===== src/hdl/execution_latency_queue_assert.svh =====
// ----------------------------------------------------------------------------
// Assertion macros for execution_latency_queue
// Shared property templates, clocked on clk, disabled while rst_n is low.
// ----------------------------------------------------------------------------
`ifndef EXECUTION_LATENCY_QUEUE_ASSERT_SVH
`define EXECUTION_LATENCY_QUEUE_ASSERT_SVH

// same-cycle implication
`define ELQ_ASSERT_NOW(label, ante, cons, msg) \
    label: assert property (@(posedge clk) disable iff (!rst_n) (ante) |-> (cons)) \
        else $error(msg);

// next-cycle implication
`define ELQ_ASSERT_NEXT(label, ante, cons, msg) \
    label: assert property (@(posedge clk) disable iff (!rst_n) (ante) |=> (cons)) \
        else $error(msg);

`endif


===== src/hdl/elq_pkg.sv =====
// ----------------------------------------------------------------------------
// elq_pkg
// Types, constants and helpers shared by the execution latency queue.
// ----------------------------------------------------------------------------
`default_nettype none

package elq_pkg;

    localparam int ENTRIES = 8;
    localparam int IDX_W   = (ENTRIES > 1) ? $clog2(ENTRIES) : 1;
    localparam int TAG_W   = 32;
    localparam int CNT_W   = 8;

    localparam logic [CNT_W-1:0] LOAD_LATENCY_RESET = CNT_W'(2);
    localparam logic [CNT_W-1:0] ALU_LATENCY        = CNT_W'(1);

    typedef enum logic [1:0] {
        CMD_TICK   = 2'd0,
        CMD_INSERT = 2'd1,
        CMD_REMOVE = 2'd2
    } cmd_t;

    typedef enum logic [1:0] {
        STAT_OK      = 2'd0,
        STAT_FULL    = 2'd1,
        STAT_REMOVED = 2'd2,
        STAT_EMPTY   = 2'd3
    } status_t;

    typedef struct packed {
        status_t           status;
        logic [TAG_W-1:0]  tag;
        logic              any_done;
    } result_t;

    typedef struct packed {
        logic              found;
        logic [IDX_W-1:0]  idx;
    } pick_t;

    // lowest set bit of a slot vector
    function automatic pick_t lowest_set(input logic [ENTRIES-1:0] vec);
        pick_t p;
        p.found = 1'b0;
        p.idx   = '0;
        for (int i = ENTRIES - 1; i >= 0; i--)
        begin
            if (vec[i])
            begin
                p.found = 1'b1;
                p.idx   = IDX_W'(i);
            end
        end
        return p;
    endfunction

endpackage

`default_nettype wire


===== src/hdl/elq_table.sv =====
// ----------------------------------------------------------------------------
// elq_table
// Slot table: valid bits, countdowns and tags; applies one command per step.
// ----------------------------------------------------------------------------
`default_nettype none

module elq_table (
    input  wire logic                         clk,
    input  wire logic                         rst_n,
    input  wire logic                         step,
    input  wire logic [1:0]                   cmd,
    input  wire logic                         is_load,
    input  wire logic [elq_pkg::TAG_W-1:0]    inst_tag,
    input  wire logic                         cfg_we,
    input  wire logic [elq_pkg::CNT_W-1:0]    cfg_data,
    output elq_pkg::result_t                  result
);
    import elq_pkg::*;

    logic [CNT_W-1:0]    load_latency_reg;
    logic [ENTRIES-1:0]  valid_reg;
    logic [ENTRIES-1:0]  valid_next;
    logic [CNT_W-1:0]    countdown_reg  [ENTRIES];
    logic [CNT_W-1:0]    countdown_next [ENTRIES];
    logic [TAG_W-1:0]    tag_reg        [ENTRIES];

    logic [ENTRIES-1:0]  free_vec;
    logic [ENTRIES-1:0]  done_vec;
    logic [ENTRIES-1:0]  done_next_vec;
    pick_t               free_pick;
    pick_t               done_pick;
    logic                do_insert;
    logic                do_remove;

    always_comb
    begin
        for (int i = 0; i < ENTRIES; i++)
        begin
            free_vec[i] = !valid_reg[i];
            done_vec[i] = valid_reg[i] && (countdown_reg[i] == '0);
        end
        free_pick = lowest_set(free_vec);
        done_pick = lowest_set(done_vec);

        do_insert = (cmd == CMD_INSERT) && free_pick.found;
        do_remove = (cmd == CMD_REMOVE) && done_pick.found;

        valid_next = valid_reg;
        for (int i = 0; i < ENTRIES; i++)
        begin
            countdown_next[i] = countdown_reg[i];
            if ((cmd == CMD_TICK) && valid_reg[i] && (countdown_reg[i] != '0))
            begin
                countdown_next[i] = countdown_reg[i] - CNT_W'(1);
            end
        end
        if (do_insert)
        begin
            valid_next[free_pick.idx]     = 1'b1;
            countdown_next[free_pick.idx] = is_load ? load_latency_reg : ALU_LATENCY;
        end
        if (do_remove)
        begin
            valid_next[done_pick.idx] = 1'b0;
        end

        for (int i = 0; i < ENTRIES; i++)
        begin
            done_next_vec[i] = valid_next[i] && (countdown_next[i] == '0);
        end

        result.any_done = |done_next_vec;
        result.tag      = '0;
        case (cmd)
            CMD_TICK:   result.status = STAT_OK;
            CMD_INSERT: result.status = free_pick.found ? STAT_OK : STAT_FULL;
            CMD_REMOVE:
            begin
                result.status = done_pick.found ? STAT_REMOVED : STAT_EMPTY;
                if (done_pick.found)
                begin
                    result.tag = tag_reg[done_pick.idx];
                end
            end
            default:    result.status = STAT_OK;
        endcase
    end

    always_ff @(posedge clk or negedge rst_n)
    begin
        if (!rst_n)
        begin
            load_latency_reg <= LOAD_LATENCY_RESET;
            valid_reg        <= '0;
            for (int i = 0; i < ENTRIES; i++)
            begin
                countdown_reg[i] <= '0;
            end
        end
        else
        begin
            if (cfg_we)
            begin
                load_latency_reg <= cfg_data;
            end
            if (step)
            begin
                valid_reg <= valid_next;
                for (int i = 0; i < ENTRIES; i++)
                begin
                    countdown_reg[i] <= countdown_next[i];
                end
            end
        end
    end

    // tags only matter while their slot is valid
    always_ff @(posedge clk)
    begin
        if (step && do_insert)
        begin
            tag_reg[free_pick.idx] <= inst_tag;
        end
    end

endmodule

`default_nettype wire


===== src/hdl/elq_out_reg.sv =====
// ----------------------------------------------------------------------------
// elq_out_reg
// Result register with valid flag; refills in the cycle it is drained.
// ----------------------------------------------------------------------------
`default_nettype none

module elq_out_reg (
    input  wire logic                 clk,
    input  wire logic                 rst_n,
    input  wire logic                 load,
    input  wire elq_pkg::result_t     result,
    output logic                      can_load,
    output logic                      out_valid,
    input  wire logic                 out_ready,
    output elq_pkg::result_t          out_result
);
    import elq_pkg::*;

    logic    valid_reg;
    result_t result_reg;

    assign can_load   = !valid_reg || out_ready;
    assign out_valid  = valid_reg;
    assign out_result = result_reg;

    always_ff @(posedge clk or negedge rst_n)
    begin
        if (!rst_n)
        begin
            valid_reg <= 1'b0;
        end
        else if (can_load)
        begin
            valid_reg <= load;
        end
    end

    always_ff @(posedge clk)
    begin
        if (load)
        begin
            result_reg <= result;
        end
    end

endmodule

`default_nettype wire


===== src/hdl/execution_latency_queue.sv =====
// Results: each result is registered and appears in the cycle after its command transfer.
// Throughput: one command per cycle while the result register is free or draining;
//   the table update and the priority picks over the slots finish in the same cycle as the transfer.
// Reset (rst_n, async, active low): all slots empty, countdowns zero,
//   load latency at LOAD_LATENCY_RESET, no result pending. No clearing pass is needed.
// ----------------------------------------------------------------------------
// execution_latency_queue
// Table of in-flight instructions with per-slot latency countdowns.
// ----------------------------------------------------------------------------
`default_nettype none
`include "execution_latency_queue_assert.svh"

module execution_latency_queue (
    input  wire logic         clk,
    input  wire logic         rst_n,
    // command stream
    input  wire logic         s_axis_tvalid,
    output logic              s_axis_tready,
    input  wire logic [31:0]  s_axis_tdata,   // [31:0] inst_tag
    input  wire logic [2:0]   s_axis_tuser,   // [1:0] command, [2] is_load
    // result stream
    output logic              m_axis_tvalid,
    input  wire logic         m_axis_tready,
    output logic [39:0]       m_axis_tdata,   // [31:0] out_tag, [32] any_done, rest zero
    output logic [1:0]        m_axis_tuser,   // [1:0] status
    // load latency register
    input  wire logic         cfg_valid,
    output logic              cfg_ready,
    input  wire logic [7:0]   cfg_data
);
    import elq_pkg::*;

    logic    step;       // command transfer this cycle
    logic    can_load;   // result register free or draining
    result_t step_result;
    result_t out_result;

    // Register writes are always taken; the user must write only while the block is idle, not enforced here.
    assign cfg_ready     = 1'b1;

    // The next command may enter whenever the result register is empty or
    // being drained in the same cycle.
    assign s_axis_tready = can_load;
    assign step          = s_axis_tvalid && s_axis_tready;

    // Table state and all per-command logic.
    elq_table u_table (
        .clk      (clk),
        .rst_n    (rst_n),
        .step     (step),
        .cmd      (s_axis_tuser[1:0]),
        .is_load  (s_axis_tuser[2]),
        .inst_tag (s_axis_tdata),
        .cfg_we   (cfg_valid && cfg_ready),
        .cfg_data (cfg_data),
        .result   (step_result)
    );

    // One-deep result register toward the consumer.
    elq_out_reg u_out (
        .clk        (clk),
        .rst_n      (rst_n),
        .load       (step),
        .result     (step_result),
        .can_load   (can_load),
        .out_valid  (m_axis_tvalid),
        .out_ready  (m_axis_tready),
        .out_result (out_result)
    );

    assign m_axis_tuser = out_result.status;
    assign m_axis_tdata = {7'b0, out_result.any_done, out_result.tag};

    // ------------------------------------------------------------------------
    // Checks
    // ------------------------------------------------------------------------
    `ELQ_ASSERT_NEXT(a_result_follows, step, m_axis_tvalid,
        "command transfer did not produce a result")
    `ELQ_ASSERT_NOW(a_tag_only_on_remove,
        m_axis_tvalid && (m_axis_tuser != STAT_REMOVED), m_axis_tdata[31:0] == 32'd0,
        "nonzero tag on a result that is not a removal")
    `ELQ_ASSERT_NOW(a_remove_means_done_or_empty_before,
        m_axis_tvalid && (m_axis_tuser == STAT_EMPTY), !m_axis_tdata[32],
        "remove found nothing yet a finished entry is reported")
    `ELQ_ASSERT_NOW(a_stall_only_when_full,
        !s_axis_tready, m_axis_tvalid && !m_axis_tready,
        "input stalled while the result register can move")

endmodule

`default_nettype wire

===== config.mk =====
export PLATFORM = sky130hd
export DESIGN_NAME = execution_latency_queue
export DESIGN_NICKNAME = d
export VERILOG_FILES = /design/src/hdl/elq_pkg.sv /design/src/hdl/elq_table.sv /design/src/hdl/elq_out_reg.sv /design/src/hdl/execution_latency_queue.sv
export VERILOG_INCLUDE_DIRS = /design/src /design/src/hdl
export SDC_FILE = /design/constraint.sdc
export NUM_CORES = 1
export LEC_CHECK = 0
export BUFFER_PORTS_ARGS = -buffer_cell sky130_fd_sc_hd__clkbuf_2
export CAP_MARGIN = 20
export CORE_ASPECT_RATIO = 1.25
export CORE_MARGIN = 2
export CORE_UTILIZATION = 40
export CTS_CLUSTER_DIAMETER = 120
export DETAILED_ROUTE_END_ITERATION = 8
export SLEW_MARGIN = 10
export SYNTH_ARGS = -nofsm -noshare
export SYNTH_HDL_FRONTEND = slang
export SYNTH_HIERARCHICAL = 1
export SYNTH_SLANG_ARGS = --single-unit

===== constraint.sdc =====
create_clock -name clk -period 5 [get_ports clk]
set_input_delay 1 -clock clk [delete_from_list [all_inputs] [get_ports clk]]
set_output_delay 1 -clock clk [all_outputs]
set_load 0.05 [all_outputs]

==> results of run 1 <==
where the power goes:
group          switching, mW  internal (mW)  total, mW
clock                   1.21           1.75       2.96
sequential             0.316           3.60       3.91
combinational           1.10          0.680       1.78
total                   2.62           6.03       8.65
cells in the mapped netlist (4+ instances only):
cell       number
or3_1          38
a32oi_1         6
o221ai_1       64
nor4_1         10
buf_2          12
clkbuf_1       70
a32o_1          5
nand4b_1        4
a2bb2oi_1       7
a22o_1          9
a31oi_1         7
nor2b_1         8
a211oi_1        6
or4_1          10
a21o_1          5
nor3b_1         6
nand4_1         7
o22a_1         19
buf_4          11
o31ai_1         4
dfrtp_1        80
mux2i_1         8
a22oi_1        26
o21ai_0        41
and2_1         12
nand2b_1        5
nor4bb_1        5
or2_2           6
nor2_1         69
o211ai_1       12
mux2_2         21
a21oi_1        88
nor3_1         23
and3_1          9
inv_1          37
edfxtp_1      291
o22ai_1        78
nand3_1        22
nand2_1        73
ha_1           18
xnor2_1        17
metal layers:
layer / wire (um) / GRT usage / vias to the layer above
met4: 1290 / 0.0784 / 2
li1: - / - / 5368
met1: 19100 / 0.269 / 5879
met2: 21100 / 0.330 / 433
met3: 2830 / 0.0371 / 90
met5: 13 / 0 / -
worst max-delay path, delay by kind of cell, from the launching register on:
kind,cells,cell delay (ps)
AND/OR/NAND/NOR,6,2420
flip-flops,1,430
adder cells (fa/ha/maj),1,140
AO/OA/AOI/OAI,2,280
buffers and inverters,2,490
metrics by stage:
stage	cell area [um2]	utilization
final	19200	0.467
after global routing	19200	0.467
after CTS	19200	0.467
after detailed placement	17900	0.435
after global placement	17900	0.435
after floorplan	16700	-
worst max-delay path by stage:
stage	endpoint	slack, ps
2_1_floorplan	u_table/tag_reg[1][0]	350
3_5_place_dp	u_out/out_result[0]	840
6_report	u_out/out_result[28]	1090
5_1_grt	u_out/out_result[19]	800
4_1_cts	u_out/out_result[19]	1050
3_3_place_gp	u_out/out_result[0]	930
layout by cell type, fill, tap and decap left out, drive strengths merged, types with 37 or more instances in the layout:
| cell | count |
|---|---|
| o21ai | 41 |
| nor2 | 69 |
| dfrtp | 80 |
| nand2 | 73 |
| inv | 37 |
| or3 | 38 |
| edfxtp | 291 |
| o22ai | 78 |
| a21oi | 88 |
| buf | 42 |
| clkbuf | 135 |
| o221ai | 65 |
area by class of cell:
class	count	share of cell area
flip-flops and latches	372	0.561
multi-input cells	817	0.287
clock buffers	52	0.0566
repair buffers	125	0.0407
well taps	552	0.0360
clock inverters	19	0.0122
inverters	38	0.00743
cell families after synthesis:
kind of cell             Yosys count  synth area share
adder cells (fa/ha/maj)           18            0.0135
XOR/XNOR                          20            0.0105
other                              2          0.000449
buffers and inverters            134            0.0335
AO/OA/AOI/OAI                    412             0.172
flip-flops                       372             0.644
multiplexers                      29            0.0189
AND/OR/NAND/NOR                  330             0.107
==> qor.yml, run 1 <==
outcome: "completed"
p_per_area_mw_per_mm2: 450
fmax_ghz: 0.255
portBuffers: 84
post-dp-hpwl_um: 26700
rows: 83
ys.flop_type: "edfxtp_1"
wl_per_cell_um: 22.5
yosysTopAreaCell: "edfxtp_1"
coreArea_mm2: 0.0411
regArea_mm2: 0.0108
start_kind: "flip-flop"
critPathMaxFanout: 25
slowest_stage: "nor4b_1"
die_h_um: 233
multi_input_area_mm2: 0.00550
slew_viol_final: 0
slowest_delay_ps: 680
worstPathArrival_ps: 4300
grt_pass1_vias: 11340
crit_chain: "inv_1 > ha_1 > or4b_1 > nor4b_1 > or2_2 > nor2_1 > nand2_2 > buf_4 > o22ai_1 > or3_1 > a21oi_1"
antennaDiodeCount: 0
dieArea_mm2: 0.0434
antenna_found_initial: 1
hp-class: "input pin to async pin"
vias_per_cell: 5.96
cts_tree: "built"
clk_pin_slew_worst_paths_ps: 60
worstSkewPairLatency_ps: 560
yosys_warnings: 6
finClkSkew_ps: 34.3
netlist_area_mm2: 0.0167
grt_start_max_net_pins: 51
cts_hold_buffers: 0
grt_usage: 0.202
start_util: 0.406
worst_slew_pin_slew_ps: 1100
timing.rr.start: "u_table/countdown_reg[24]"
critical_path_required_ps: 5390
relSlewSlack: 0.258
overflow: 0
path_class: "flip-flop to flip-flop"
ys_seq_area_frac: 0.644
first_iter_violations: 1044
fin_setup_tns_ps: 0
final_antenna_net_count: 0
p_leak_nw: 6.77
drv_cap: 0
period_minus_slack_ps: 3910
clock_sinks: 372
top_level_ports: 93
areaGrowthSynthToFinish_pct: 14.9
ys_seq_elements: 372
hold_violations: 0
whs_ps: 476
grt_setup_unrepaired: "false"
synth_area_leaders: "edfxtp_1, dfrtp_1, o221ai_1, o22ai_1, a21oi_1"
cts.path.max_buffers: 3
synth.distinct_cells: 82
largest_reg_flops: 256
vias: 11772
place_congestion: 0.889
setup_viol: 0
r2r-end: "u_out/out_result[28]"
total_power_mw: 8.65
place_inst: 1904
r2r_slack_ps: 1090
instances_no_fill: 1975
synth_edf_count: 291
r2r_cells: 11
synth_cells: 1317
die_w_um: 187
ir_drop_mv: 0.428
syn_area_per_cell_um2: 12.7
nNetsFinal: 1460
drive_above_1_share: 0.167
htreeDepth: 2
drtPass1Iterations: 5
synth_top_cell_area_share: 0.523
ys_async_sr_fraction: 0.218
cts_setup_buffers: 0
cts_resized: 0
numCtsBuffers: 40
fin_crit_sh: 0.783
endpoint_kind: "flip-flop"
drc: 0
crit_start: "u_table/countdown_reg[24]"
grt_pass1_wl_um: 67800
routed_wl_um: 44400
fin_ws_ps: 1090
nFillCells: 3721
cts_root_buf: "clkbuf_16"
dpl_worst_slack_ps: 841
Note: power is estimated with default switching activity, not from simulation.
==> inputs of run 2 (changes only) <==
--- a/config.mk
+++ b/config.mk
@@ -6,6 +6,7 @@
 export SDC_FILE = /design/constraint.sdc
 export NUM_CORES = 1
 export LEC_CHECK = 0
+export ABC_AREA = 1
 export BUFFER_PORTS_ARGS = -buffer_cell sky130_fd_sc_hd__clkbuf_2
 export CAP_MARGIN = 20
 export CORE_ASPECT_RATIO = 1.25
==> constraint.sdc (replaced) <==
create_clock -name clk -period 3.5 [get_ports clk]
set_input_delay 0.7 -clock clk [delete_from_list [all_inputs] [get_ports clk]]
set_output_delay 0.7 -clock clk [all_outputs]
set_load 0.05 [all_outputs]
==> qor.yml, run 2 <==
swShare: 0.365  # +0.0622
intPower_mw: 9.27  # +54%
period_minus_slack_ps: 3040  # -875 ps
antenna_found_initial: 2  # +1
final_cell_mix: "nand2_1, nor2_1, edfxtp_1"
clock_sinks: 372  # unchanged
top_level_ports: 93  # unchanged
grt_usage: 0.200  # -0.00203
slew_viol_final: 0  # unchanged
dpl_cell_area_mm2: 0.0189  # +5.7%
htreeDepth: 2  # unchanged
overflow: 0  # unchanged
place_congestion: 0.868  # -2.5%
hold_violations: 0  # unchanged
post-dp-hpwl_um: 27600  # +3.3%
fin_setup_tns_ps: 0  # unchanged
final_common_cell: "nand2_1"
antennaDiodeCount: 0  # unchanged
first_iter_violations: 890  # -15%
die_w_um: 192  # +2.7%
clk_pin_slew_worst_paths_ps: 50  # about the same
fin_crit_sh: 0.868  # +0.0856
yosysTopAreaCell: "edfxtp_1"
critical_path_required_ps: 3790  # -1600 ps
setup_viol: 0  # unchanged
synth.distinct_cells: 44  # -46%
ys_seq_elements: 372  # unchanged
start_kind: "flip-flop"
areaGrowthSynthToFinish_pct: 15.1
p_leak_nw: 8.28  # +22%
die_h_um: 239  # +2.7%
cts.path.max_buffers: 3  # unchanged
drc: 0  # unchanged
cts_root_buf: "clkbuf_16"
total_power_mw: 14.6  # +69%
finClkSkew_ps: 27.5  # -6.86 ps
fmax_ghz: 0.329  # +29%
drive_above_1_share: 0.132  # -0.0357
syn_area_per_cell_um2: 9.54  # -25%
instances_no_fill: 2548  # +29%
design_area_mm2: 0.0203  # +5.8%
largest_reg_flops: 256  # unchanged
nNetsFinal: 2010  # +38%
p_comb_frac: 0.318  # +0.113
hp-class: "input pin to async pin"
ys_top_cells_by_count: "nand2_1, nor2_1, edfxtp_1"
yosys_warnings: 6  # unchanged
critPathMaxFanout: 14  # -44%
synth_top_cell_area_share: 0.495  # -0.0278
vias_per_cell: 5.09  # -15%
post-route-util: 0.464  # -0.00319
dieArea_mm2: 0.0458  # +5.5%
numCtsBuffers: 41  # +2.5%
drtPass1Iterations: 5  # unchanged
outcome: "completed"
worstPathArrival_ps: 3330  # -970 ps
synth_edf_count: 291  # unchanged
worst_slew_pin_slew_ps: 929  # -174 ps
netlist_area_mm2: 0.0177  # +5.6%
path_class: "flip-flop to flip-flop"
drv_cap: 0  # unchanged
seqPwrFrac: 0.376  # -0.077
synth_cells: 1850  # +40%
portBuffers: 84  # unchanged
routed_wl_um: 45100  # +1.5%
cts_resized: 0  # unchanged
rows: 86  # +3.6%
cts_hold_buffers: 0  # unchanged
synth_area_leaders: "edfxtp_1, dfrtp_1, nand2_1, nor2_1, o21ai_0"
cts_setup_buffers: 0  # unchanged
grt_setup_unrepaired: "false"
power.share.clock: 0.305  # -0.037
worstSkewPairLatency_ps: 580  # +20 ps
grt_pass1_vias: 12893  # +14%
coreArea_mm2: 0.0438  # +6.5%
ys_seq_area_frac: 0.610  # -0.0342
grt_pass1_wl_um: 70600  # +4.1%
grt_start_max_net_pins: 66  # +29%
place_inst: 2473  # +30%
ys_async_sr_fraction: 0.218  # unchanged
relSlewSlack: 0.380  # +0.122
vias: 12982  # +10%
cts_tree: "built"
ir_drop_mv: 0.496  # +16%
p_per_area_mw_per_mm2: 718  # +60%
endpoint_kind: "flip-flop"
start_util: 0.403  # -0.00335
synthMostInstantiatedCell: "nand2_1"
final_antenna_net_count: 0  # unchanged
ys.flop_type: "edfxtp_1"
p_sw_mw: 5.33  # +100%
wl_per_cell_um: 17.7  # -21%
==> run 2: changes by cell type after synthesis, moves of 14 or more <==
cell	delta
nand2_1	+347
nor2_1	+262
inv_1	+115
o21ai_0	+81
a21oi_1	-76
nand3_1	+71
o221ai_1	-64
clkbuf_1	-44
or3_1	-38
o21ai_1	+33
a22oi_1	-26
o22a_1	-19
xor2_1	+17
mux2_2	-14
==> run 2: cell type report <==
cell class | count | area [um2]
Fill cell | 4094 | 23500
Sequential cell | 372 | 10800
Multi-Input combinational cell | 1246 | 5910
Clock buffer | 47 | 1080
Timing Repair Buffer | 124 | 911
Tap cell | 572 | 716
Inverter | 159 | 602
Clock inverter | 28 | 328
==> run 2: logic make-up (layout without fill, tap and decap cells) <==
| family | count (synthesis) | in the layout | share of synthesized area |
|---|---|---|---|
| and+or+nand+nor | 938 | 938 | 0.220 |
| DFF | 372 | 372 | 0.610 |
| AOI/OAI and AO/OA | 250 | 250 | 0.0787 |
| buffers and inverters | 238 | 358 | 0.0609 |
| xor gates and xnor gates | 25 | 25 | 0.0124 |
| adders and majority gates | 18 | 18 | 0.0128 |
| muxes | 7 | 7 | 0.00447 |
| other | 2 | 8 | 0.000425 |
==> run 2: per-stage QoR <==
step | worst slack, ps | hold slack [ps]
global placement | 410 | 475
detailed placement | 350 | 495
floorplan | 155 | 404
finish | 461 | 140
CTS | 461 | 135
global route | 188 | 155
==> run 2: worst max-delay path: stages, from the launching register on <==
cell and delay [ps]:
dfrtp_1 400, inv_1 140, ha_1 230, nand2_1 90, nor2_1 90, nand4_1 210
nand2_2 170, nor2_4 50, nand2_1 130, nand3_2 410, buf_4 340, nor2_1 90
nor2_1 50, o21ai_0 70, nor2_1 50, nor2_1 180, nor2_1 60
==> run 2: metal layers <==
metal,part of all wire,global-route usage,vias to the layer above,routed length [um]
met1,0.42,0.250,6220,19000
met4,0.024,0.0613,4,1090
li1,-,-,6383,-
met2,0.50,0.352,298,22600
met5,0.00055,0,-,25
met3,0.050,0.0364,77,2270
==> run 2: worst paths after layout <==
check,slack (ps),cells past startpoint,startpoint,end
worst max-delay path,460,16,u_table/countdown_reg[48],u_out/out_result[11]
worst min-delay path,140,1,rst_n,u_table/load_latency_reg[2]
worst max register to register,460,16,u_table/countdown_reg[48],u_out/out_result[11]
worst min register to register,510,2,u_table/countdown_reg[31],u_table/countdown_reg[31]
max in group asynchronous,2710,2,rst_n,u_table/countdown_reg[54]
min in group clk,370,2,cfg_data[7],u_table/load_latency_reg[7]
==> run 2: power by group through the flow <==
| stage | clock [mW] | combinational, mW | sequential, mW |
|---|---|---|---|
| after floorplan | 0 | 3.31 | 5.66 |
| after global placement | 0 | 4.58 | 5.57 |
| final | 4.45 | 4.65 | 5.49 |
| after CTS | 4.56 | 4.67 | 5.49 |
| after global routing | 4.73 | 5.29 | 5.55 |
| after detailed placement | 0 | 4.64 | 5.57 |
